$ cat src/http_body_dechunker_core_assert.svh
// Assertion macros shared by the body dechunker RTL.
`ifndef HTTP_BODY_DECHUNKER_CORE_ASSERT_SVH
`define HTTP_BODY_DECHUNKER_CORE_ASSERT_SVH

`ifndef SYNTHESIS

`define HDC_ASSERT(label, clk, rst_n, prop, msg) \
    label: assert property (@(posedge clk) disable iff (!rst_n) prop) else $error(msg);

`define HDC_ASSERT_ALWAYS(label, clk, prop, msg) \
    label: assert property (@(posedge clk) prop) else $error(msg);

`else

`define HDC_ASSERT(label, clk, rst_n, prop, msg)

`define HDC_ASSERT_ALWAYS(label, clk, prop, msg)

`endif

`endif

$ cat src/hdc_pkg.sv
package hdc_pkg;

    localparam int SIZE_DIGITS = 8;
    localparam logic [35:0] SIZE_LIMIT = (SIZE_DIGITS >= 8) ? 36'hFFFF_FFFF :
        ((36'd1 << (4 * SIZE_DIGITS)) - 36'd1);

    localparam logic [31:0] MAX_BODY_RESET = 32'd1048576;

    localparam logic [7:0] CH_CR   = 8'h0D;
    localparam logic [7:0] CH_LF   = 8'h0A;
    localparam logic [7:0] CH_SEMI = 8'h3B;

    typedef enum logic [1:0] {
        CFG_CHUNKED  = 2'd0,
        CFG_LENGTH   = 2'd1,
        CFG_MAX_BODY = 2'd2
    } t_cfg_index;

    typedef enum logic [1:0] {
        FLT_NONE      = 2'd0,
        FLT_BAD_REQ   = 2'd1,
        FLT_TOO_LARGE = 2'd2
    } t_fault;

    typedef enum logic [3:0] {
        PH_START    = 4'd0,
        PH_LEN_END  = 4'd1,
        PH_LEN_CR   = 4'd2,
        PH_EXT      = 4'd3,
        PH_SIZE_CR  = 4'd4,
        PH_DATA     = 4'd5,
        PH_DATA_END = 4'd6,
        PH_DATA_CR  = 4'd7,
        PH_ZERO_CR  = 4'd8,
        PH_FINAL    = 4'd9,
        PH_FINAL_CR = 4'd10,
        PH_DONE     = 4'd11
    } t_phase;

    typedef struct packed {
        logic        chunked_mode;
        logic [31:0] content_length;
        logic [31:0] max_body_size;
    } t_cfg;

    typedef struct packed {
        t_phase      phase;
        logic [31:0] chunk_length;
        logic [31:0] chunk_taken;
        logic [31:0] body_taken;
        t_fault      fault;
    } t_state;

    typedef struct packed {
        logic       data_valid;
        logic [7:0] data_byte;
        logic       body_done;
        t_fault     error_code;
    } t_result;

    // Returns {is_hex, value}.
    function automatic logic [4:0] hex_decode(input logic [7:0] b);
        logic [4:0] r;
        r = 5'd0;
        if (b >= 8'h30 && b <= 8'h39) begin
            r = {1'b1, 4'(b - 8'h30)};
        end else if (b >= 8'h41 && b <= 8'h46) begin
            r = {1'b1, 4'(b - 8'h37)};
        end else if (b >= 8'h61 && b <= 8'h66) begin
            r = {1'b1, 4'(b - 8'h57)};
        end
        return r;
    endfunction

endpackage

$ cat src/hdc_step.sv
module hdc_step import hdc_pkg::*; (
    input  t_cfg       i_cfg,
    input  t_state     i_state,
    input  logic [7:0] i_byte,
    output t_state     o_state,
    output t_result    o_result
);

    logic        w_is_cr;
    logic        w_is_lf;
    logic [4:0]  w_hex;
    logic [35:0] w_size_acc;
    logic [31:0] w_body_inc;
    logic [31:0] w_chunk_inc;
    logic        w_len_open;
    logic        w_data_full;
    logic        w_valid;
    t_state      n_state;

    assign w_is_cr     = (i_byte == CH_CR);
    assign w_is_lf     = (i_byte == CH_LF);
    assign w_hex       = hex_decode(i_byte);
    assign w_size_acc  = {i_state.chunk_length, w_hex[3:0]};
    assign w_body_inc  = i_state.body_taken + 32'd1;
    assign w_chunk_inc = i_state.chunk_taken + 32'd1;
    assign w_len_open  = (i_state.body_taken < i_cfg.content_length);
    assign w_data_full = (i_state.body_taken >= i_cfg.max_body_size);

    always_comb begin
        w_valid = 1'b0;
        if (i_state.fault == FLT_NONE) begin
            if (i_state.phase == PH_START && !i_cfg.chunked_mode && w_len_open) begin
                w_valid = 1'b1;
            end else if (i_state.phase == PH_DATA && !w_data_full &&
                         i_state.chunk_taken < i_state.chunk_length) begin
                w_valid = 1'b1;
            end
        end
    end

    always_comb begin
        n_state = i_state;
        if (i_state.fault == FLT_NONE) begin
            unique case (i_state.phase)
                PH_START: begin
                    if (!i_cfg.chunked_mode) begin
                        if (w_len_open) begin
                            n_state.body_taken = w_body_inc;
                            if (w_body_inc == i_cfg.content_length) begin
                                n_state.phase = PH_LEN_END;
                            end
                        end else if (w_is_cr) begin
                            n_state.phase = PH_LEN_CR;
                        end else if (w_is_lf) begin
                            n_state.phase = PH_DONE;
                        end else begin
                            n_state.fault = FLT_TOO_LARGE;
                        end
                    end else if (w_is_cr || w_is_lf) begin
                        n_state.chunk_taken = 32'd0;
                        if (i_state.chunk_length == 32'd0) begin
                            n_state.phase = w_is_cr ? PH_ZERO_CR : PH_FINAL;
                        end else begin
                            n_state.phase = w_is_cr ? PH_SIZE_CR : PH_DATA;
                        end
                    end else if (i_byte == CH_SEMI) begin
                        n_state.chunk_taken = 32'd0;
                        n_state.phase       = PH_EXT;
                    end else if (!w_hex[4]) begin
                        n_state.fault = FLT_BAD_REQ;
                    end else if (w_size_acc > SIZE_LIMIT) begin
                        n_state.chunk_length = SIZE_LIMIT[31:0];
                        n_state.fault        = FLT_TOO_LARGE;
                    end else begin
                        n_state.chunk_length = w_size_acc[31:0];
                    end
                end
                PH_LEN_END, PH_FINAL: begin
                    if (w_is_cr) begin
                        n_state.phase = (i_state.phase == PH_FINAL) ? PH_FINAL_CR : PH_LEN_CR;
                    end else if (w_is_lf) begin
                        n_state.phase = PH_DONE;
                    end else begin
                        n_state.fault = FLT_TOO_LARGE;
                    end
                end
                PH_LEN_CR, PH_FINAL_CR: begin
                    if (w_is_lf) begin
                        n_state.phase = PH_DONE;
                    end else begin
                        n_state.fault = FLT_BAD_REQ;
                    end
                end
                PH_EXT: begin
                    if (w_is_cr || w_is_lf) begin
                        n_state.chunk_taken = 32'd0;
                        if (i_state.chunk_length == 32'd0) begin
                            n_state.phase = w_is_cr ? PH_ZERO_CR : PH_FINAL;
                        end else begin
                            n_state.phase = w_is_cr ? PH_SIZE_CR : PH_DATA;
                        end
                    end
                end
                PH_SIZE_CR: begin
                    if (w_is_lf) begin
                        n_state.phase = PH_DATA;
                    end else begin
                        n_state.fault = FLT_BAD_REQ;
                    end
                end
                PH_DATA: begin
                    if (w_data_full) begin
                        n_state.fault = FLT_TOO_LARGE;
                    end else if (i_state.chunk_taken < i_state.chunk_length) begin
                        n_state.chunk_taken = w_chunk_inc;
                        n_state.body_taken  = w_body_inc;
                        if (w_chunk_inc == i_state.chunk_length) begin
                            n_state.phase = PH_DATA_END;
                        end
                    end else if (w_is_cr) begin
                        n_state.phase = PH_DATA_CR;
                    end else if (w_is_lf) begin
                        n_state.phase = PH_START;
                    end else begin
                        n_state.fault = FLT_TOO_LARGE;
                    end
                end
                PH_DATA_END: begin
                    if (w_is_cr) begin
                        n_state.phase = PH_DATA_CR;
                    end else if (w_is_lf) begin
                        n_state.phase = PH_START;
                    end else begin
                        n_state.fault = FLT_TOO_LARGE;
                    end
                end
                PH_DATA_CR, PH_ZERO_CR: begin
                    if (w_is_lf) begin
                        n_state.phase = (i_state.phase == PH_ZERO_CR) ? PH_FINAL : PH_START;
                    end else begin
                        n_state.fault = FLT_BAD_REQ;
                    end
                end
                default: begin
                end
            endcase

            // A finished chunk hands back to a fresh size line.
            if (n_state.phase == PH_START && n_state.fault == FLT_NONE &&
                i_cfg.chunked_mode && !w_valid && w_is_lf &&
                n_state.chunk_taken == n_state.chunk_length &&
                n_state.chunk_length != 32'd0) begin
                n_state.chunk_length = 32'd0;
                n_state.chunk_taken  = 32'd0;
            end
        end
    end

    assign o_state = n_state;

    always_comb begin
        o_result.data_valid = w_valid;
        o_result.data_byte  = w_valid ? i_byte : 8'd0;
        o_result.body_done  = (n_state.phase == PH_DONE);
        o_result.error_code = n_state.fault;
    end

endmodule

$ cat src/http_body_dechunker_core.sv
// Channel   Dir  Width  Contents
// s_axis    in   8      tdata: in_byte
// m_axis    out  16+1   tdata: data_byte, body_done, error_code; tuser: data_valid
// cfg       in   2+32   register index and write data
//
// One byte is taken every cycle while m_axis does not stall; each result passes through the input and result registers.
// The decoder state updates in one pass of hdc_step between input and result registers.
// Synchronous active-low reset restores the configuration defaults and clears the decoder state and the valid flags.
// A stall on m_axis holds the result register and backs up through the input register.
`include "http_body_dechunker_core_assert.svh"

module http_body_dechunker_core import hdc_pkg::*; (
    input  logic        i_clk,
    input  logic        i_rst_n,
    input  logic        i_s_axis_tvalid,
    output logic        o_s_axis_tready,
    input  logic [7:0]  i_s_axis_tdata,   // [7:0] in_byte
    output logic        o_m_axis_tvalid,
    input  logic        i_m_axis_tready,
    output logic [15:0] o_m_axis_tdata,   // [7:0] data_byte, [8] body_done, [10:9] error_code
    output logic [0:0]  o_m_axis_tuser,   // [0] data_valid
    input  logic        i_cfg_we,
    input  logic [1:0]  i_cfg_index,
    input  logic [31:0] i_cfg_data
);

    t_cfg       r_cfg;
    t_state     r_state;
    t_state     n_state;
    logic       r_in_valid;
    logic [7:0] r_in_byte;
    logic       r_out_valid;
    t_result    r_out;
    t_result    n_out;
    logic       w_advance;
    logic       w_in_take;

    assign w_advance       = r_in_valid && (!r_out_valid || i_m_axis_tready);
    assign o_s_axis_tready = !r_in_valid || w_advance;
    assign w_in_take       = i_s_axis_tvalid && o_s_axis_tready;

    hdc_step u_step (
        .i_cfg    (r_cfg),
        .i_state  (r_state),
        .i_byte   (r_in_byte),
        .o_state  (n_state),
        .o_result (n_out)
    );

    always_ff @(posedge i_clk) begin
        if (!i_rst_n) begin
            r_cfg.chunked_mode   <= 1'b0;
            r_cfg.content_length <= 32'd0;
            r_cfg.max_body_size  <= MAX_BODY_RESET;
        end else if (i_cfg_we) begin
            unique case (i_cfg_index)
                CFG_CHUNKED:  r_cfg.chunked_mode   <= i_cfg_data[0];
                CFG_LENGTH:   r_cfg.content_length <= i_cfg_data;
                CFG_MAX_BODY: r_cfg.max_body_size  <= i_cfg_data;
                default: begin
                end
            endcase
        end
    end

    always_ff @(posedge i_clk) begin
        if (!i_rst_n) begin
            r_in_valid  <= 1'b0;
            r_out_valid <= 1'b0;
            r_state     <= '{phase: PH_START, chunk_length: 32'd0, chunk_taken: 32'd0,
                             body_taken: 32'd0, fault: FLT_NONE};
        end else begin
            if (o_s_axis_tready) begin
                r_in_valid <= i_s_axis_tvalid;
            end
            if (w_advance) begin
                r_out_valid <= 1'b1;
                r_state     <= n_state;
            end else if (i_m_axis_tready) begin
                r_out_valid <= 1'b0;
            end
        end
    end

    always_ff @(posedge i_clk) begin
        if (w_in_take) begin
            r_in_byte <= i_s_axis_tdata;
        end
        if (w_advance) begin
            r_out <= n_out;
        end
    end

    assign o_m_axis_tvalid   = r_out_valid;
    assign o_m_axis_tdata    = {5'd0, r_out.error_code, r_out.body_done, r_out.data_byte};
    assign o_m_axis_tuser[0] = r_out.data_valid;

    `HDC_ASSERT(a_fault_sticky, i_clk, i_rst_n, (r_state.fault != FLT_NONE) |=> $stable(r_state.fault), "decoder fault changed after being set")
    `HDC_ASSERT(a_done_sticky, i_clk, i_rst_n, (r_state.phase == PH_DONE) |=> (r_state.phase == PH_DONE), "body done state was left")
    `HDC_ASSERT(a_no_overwrite, i_clk, i_rst_n, (r_out_valid && !i_m_axis_tready) |-> !w_advance, "result register overwritten while stalled")
    `HDC_ASSERT(a_payload_clean, i_clk, i_rst_n, (r_out_valid && r_out.data_valid) |-> (r_out.error_code == FLT_NONE && !r_out.body_done), "payload byte reported with error or done")
    `HDC_ASSERT_ALWAYS(a_reset_empty, i_clk, !i_rst_n |=> (!r_out_valid && !r_in_valid), "pipeline not empty after reset")

endmodule

$ cat config.mk
export PLATFORM = sky130hd
export DESIGN_NAME = http_body_dechunker_core
export DESIGN_NICKNAME = d
export VERILOG_FILES = /design/src/hdc_pkg.sv /design/src/hdc_step.sv /design/src/http_body_dechunker_core.sv
export VERILOG_INCLUDE_DIRS = /design/src /design/src/src
export SDC_FILE = /design/constraint.sdc
export NUM_CORES = 1
export LEC_CHECK = 0
export ABC_AREA = 1
export BUFFER_PORTS_ARGS = -buffer_cell sky130_fd_sc_hd__buf_4
export CORE_MARGIN = 5
export CORE_UTILIZATION = 30
export DETAILED_ROUTE_END_ITERATION = 10
export GPL_TIMING_DRIVEN = 0
export SETUP_SLACK_MARGIN = 0.2
export SYNTH_ARGS = -nofsm -noshare
export SYNTH_HDL_FRONTEND = slang
export SYNTH_HIERARCHICAL = 1
export SYNTH_SLANG_ARGS = --single-unit
$ cat constraint.sdc
create_clock -name i_clk -period 3 [get_ports i_clk]
set_input_delay 0.3 -clock i_clk [delete_from_list [all_inputs] [get_ports i_clk]]
set_output_delay 0.3 -clock i_clk [all_outputs]
set_load 0.01 [all_outputs]
==> reports/results.txt <==
Ant. Diodes - 0
Clk_lat worst skew - 0.50 ns
Fillers - 6,503
Setup crit start - r_state[34]$_SDFFE_PN0P_
Main combinational cell family by area after synthesis - simple AND/OR/NAND/NOR gates
R2R setup slack - -0.99 ns
Buffers on Ports - 59
Vias per cell - 5.14
Via count of the first global-routing pass - 19.3k
CP Max Fanout - 8
Max Freq - 251 MHz
Sequential power share - 0.328
Largest net degree at the start of global routing - 19
CP endpoint kind - flop
Pwr dens - 385 nW/um^2
Avg Cell Area, Syn - 5.53 sq um
Seq/Total Area, Yosys - 0.221
Synth Area in Adders - 0.0708
Initial core utilization - 0.304
Min Tclk post-route - 3.99 ns
Critical path data arrival time - 4.38 ns
CTS tree - done
CP Class - reg2reg
Vias - 22.0k
Distinct cells, synth - 51
RSZ-0062 raised after global routing - true
DRC violations left - 0
Final HPWL DP - 57,800 microns
Detail Route Antenna Nets - 0
Status - complete, but fails checks
Peak VDD IR - 0.496 mV
CP peak stage delay - 0.35 ns
Pre-antenna DRT Iters - 8
CP startpoint kind - flop
CP max-delay cell - dfxtp_4
Complex-gate fraction of the synthesized area - 0.103
Failing checks - negative setup slack
EDFF count, synth - 20
Remaining global-route overflow - 0
Max clock buf depth - 2
PnR worst setup slack - -0.992 ns
Root Driver - clkbuf_16
Die Width - 255 microns
Die Y - 255 microns
Pint - 5.29 mW
Layout Skew - 0.0105 ns
Clock sink count - 189
Final Hold Fails - 0
Share of cells above drive strength 1 - 0.238
Clock transition at path regs - 0.08 ns
Detailed Route WL - 77,500 microns
Global Route Usage Sum - 0.227
Clock Power Share - 0.263
Worst r2r dst - r_state[49]$_SDFFE_PN0P_
Synth warn - 6
Switch Pwr - 3.82 mW
Post-Synth XOR/XNOR Area - 0.0114
CTS H-tree lvls - 4
Place WS - -1.51 ns
Leak pwr - 10.9 nW
Flops & latches, synth - 189
Max Cap Viol - 0
Switching share of power - 0.419
Area growth syn-to-layout - 31.3%
Routability cong. - 1.03
Per-cell routed wire length - 18.2 microns
CTS buffer count - 17
Multiplexer share of the synthesized area - 0
Full die area - 65,100 sq um
Most used cell, CP - nand2_1
Cells after synthesis - 3,259
Ys async rst share - 0
Required time of the critical path - 3.39 ns
Max-slew violations - 0
Std cell rows - 89
Worst-Margin Slew - 1.15 ns
Fin crit share - 1.33
Worst hold path class - in2reg
Final nets - 3,631
DRT iter0 DRCs - 2,216
Final setup vio count - 107
I/O pins - 66
Global-route wire length before repair - 115,000 microns
Comb power frac - 0.409
Hold Path Cell Cnt - 3
Antenna violations before repair - 0
Core Region - 59,200 sq um
Worst relative slew slack - 0.232
Path depth of the worst reg2reg path - 32
Worst reg2reg path startpoint - r_state[34]$_SDFFE_PN0P_
Synth Flop Type - dfxtp_1
Simple-Gate Fraction of Synth Area - 0.463
Cell area after synthesis - 18,000 sq um
Setup crit end - r_state[49]$_SDFFE_PN0P_
Hold_ws - 0.0357 ns
## power groups by stage
stage               Combinational, mW  Sequential (mW)  Clock (mW)
finish                           3.72             2.99        2.39
CTS                              3.20             2.98        2.46
global placement                 2.90             3.05           0
detailed placement               2.91             3.05           0
global route                     4.04             3.01        2.55
floorplan                        2.01             2.95           0
## repair_timing
| action | 4_1_cts | 5_1_grt |
|---|---|---|
| buffers inserted | 40 | 63 |
| cloned | 5 | 6 |
| gates resized for setup | 297 | 399 |
| endpoints found under the setup margin | 113 | 111 |
| hold endpoints to repair | 33 | 0 |
| hold buffers | 26 | 0 |
| pin swaps | 49 | 87 |
## sequential cells by signal (all words and copies together) (netlist names)
name / count
r_state: 102
r_in_byte: 8
r_in_valid: 1
o_m_axis_tvalid: 1
o_m_axis_tdata: 11
o_m_axis_tuser: 1
r_cfg: 65
## synth_stat cells, drive strengths merged (2+ instances only)
master  count  area share
nand2    1143        0.24
o31ai       3      0.0012
o22ai       2     0.00069
o221ai     20      0.0097
a211oi      2     0.00083
o21bai      3      0.0012
a31oi       2     0.00069
clkbuf     38      0.0080
nor2      522        0.11
clkinv      2     0.00042
buf       102       0.034
o211ai     14      0.0058
a22oi       4      0.0017
ha        102       0.071
dfxtp     169        0.19
nand4      38       0.013
edfxtp     20       0.033
a21oi     211       0.059
nor4        6      0.0029
inv       422       0.088
o21a        7      0.0029
o21ai      63       0.017
xor2       19      0.0092
xnor2       2     0.00097
nor3       16      0.0047
nand3b     14      0.0058
nand3     303       0.085
## through the flow
| stage | total power, mW | cells | util | setup TNS, ns | instance area [sq um] |
|---|---|---|---|---|---|
| 2_1_floorplan | 4.96 | 3263 | - | -2.01 | 18400 |
| 3_3_place_gp | 5.95 | 4095 | 0.334 | -140.81 | 19800 |
| 5_1_grt | 9.60 | 4268 | 0.400 | -87.99 | 23700 |
| 4_1_cts | 8.65 | 4199 | 0.368 | -67.78 | 21800 |
| 6_report | 9.11 | 4268 | 0.400 | -74.70 | 23700 |
| 3_5_place_dp | 5.96 | 4096 | 0.334 | -140.62 | 19800 |
## final cells by class
cell class              instances  area [sq um]  share of cell area
plain buffers                 140           996              0.0421
inverters                     424          1640              0.0691
flip-flops and latches        189          4250               0.179
repair buffers                198          1780              0.0750
clock buffers                  20           479              0.0202
well taps                     773           967              0.0408
clock inverters                12           118             0.00497
multi-input cells            2512         13500               0.568
## worst min path at each step
stage,from,to,slack (ns)
after floorplan,i_s_axis_tdata[0],r_in_byte[0]$_DFFE_PP_,0.40
after global placement,r_cfg[20]$_SDFFE_PN1P_,r_cfg[20]$_SDFFE_PN1P_,0.44
after detailed placement,r_cfg[20]$_SDFFE_PN1P_,r_cfg[20]$_SDFFE_PN1P_,0.44
after CTS,i_cfg_data[25],r_cfg[25]$_SDFFE_PN0P_,0.0004
after global routing,i_cfg_data[25],r_cfg[25]$_SDFFE_PN0P_,0.03
final,i_cfg_data[14],r_cfg[46]$_SDFFE_PN0P_,0.04
## critical path, delay by kind of cell (launching register included)
| kind | cells | cell delay, ns |
|---|---|---|
| adder cells (fa/ha/maj) | 1 | 0.14 |
| AO/OA/AOI/OAI | 3 | 0.59 |
| flip-flops | 1 | 0.35 |
| AND/OR/NAND/NOR | 22 | 2.14 |
| buffers and inverters | 6 | 0.64 |
## kinds of logic after synthesis
kind of cell,count (synthesis)
AND/OR/NAND/NOR,2045
AO/OA/AOI/OAI,336
adder cells (fa/ha/maj),102
XOR/XNOR,22
flip-flops,189
buffers and inverters,564
other,1
## layout by cell type, fill, tap and decap left out, types with 6 or more instances in the layout
| cell | count |
|---|---|
| nand2_2 | 111 |
| o21ai_0 | 27 |
| a21oi_1 | 185 |
| a21oi_2 | 22 |
| buf_8 | 10 |
| nor2_4 | 49 |
| buf_4 | 160 |
| dlygate4sd3_1 | 26 |
| nor2_1 | 415 |
| nor2_2 | 58 |
| ha_4 | 22 |
| dfxtp_4 | 56 |
| nor3_1 | 9 |
| buf_2 | 57 |
| nand3_1 | 276 |
| clkbuf_1 | 25 |
| nand3_4 | 7 |
| inv_1 | 363 |
| edfxtp_1 | 20 |
| nand2_4 | 27 |
| nand4_1 | 38 |
| inv_6 | 6 |
| buf_12 | 6 |
| xor2_1 | 18 |
| o21ai_2 | 12 |
| dfxtp_1 | 70 |
| o21a_1 | 6 |
| nand2_1 | 1004 |
| nand3b_1 | 14 |
| inv_2 | 45 |
| ha_1 | 80 |
| inv_4 | 10 |
| nand3_2 | 20 |
| o211ai_1 | 14 |
| o221ai_1 | 20 |
| buf_6 | 38 |
| o21ai_1 | 22 |
| clkbuf_16 | 25 |
| dfxtp_2 | 43 |
## layer usage
layer	wire length [microns]	share of wire	GRT usage
met5	0	0	0
met4	3270	0.042	0.0943
met3	6440	0.083	0.0383
met2	34500	0.44	0.356
met1	33300	0.43	0.310
(Power assumes the default switching activity.)
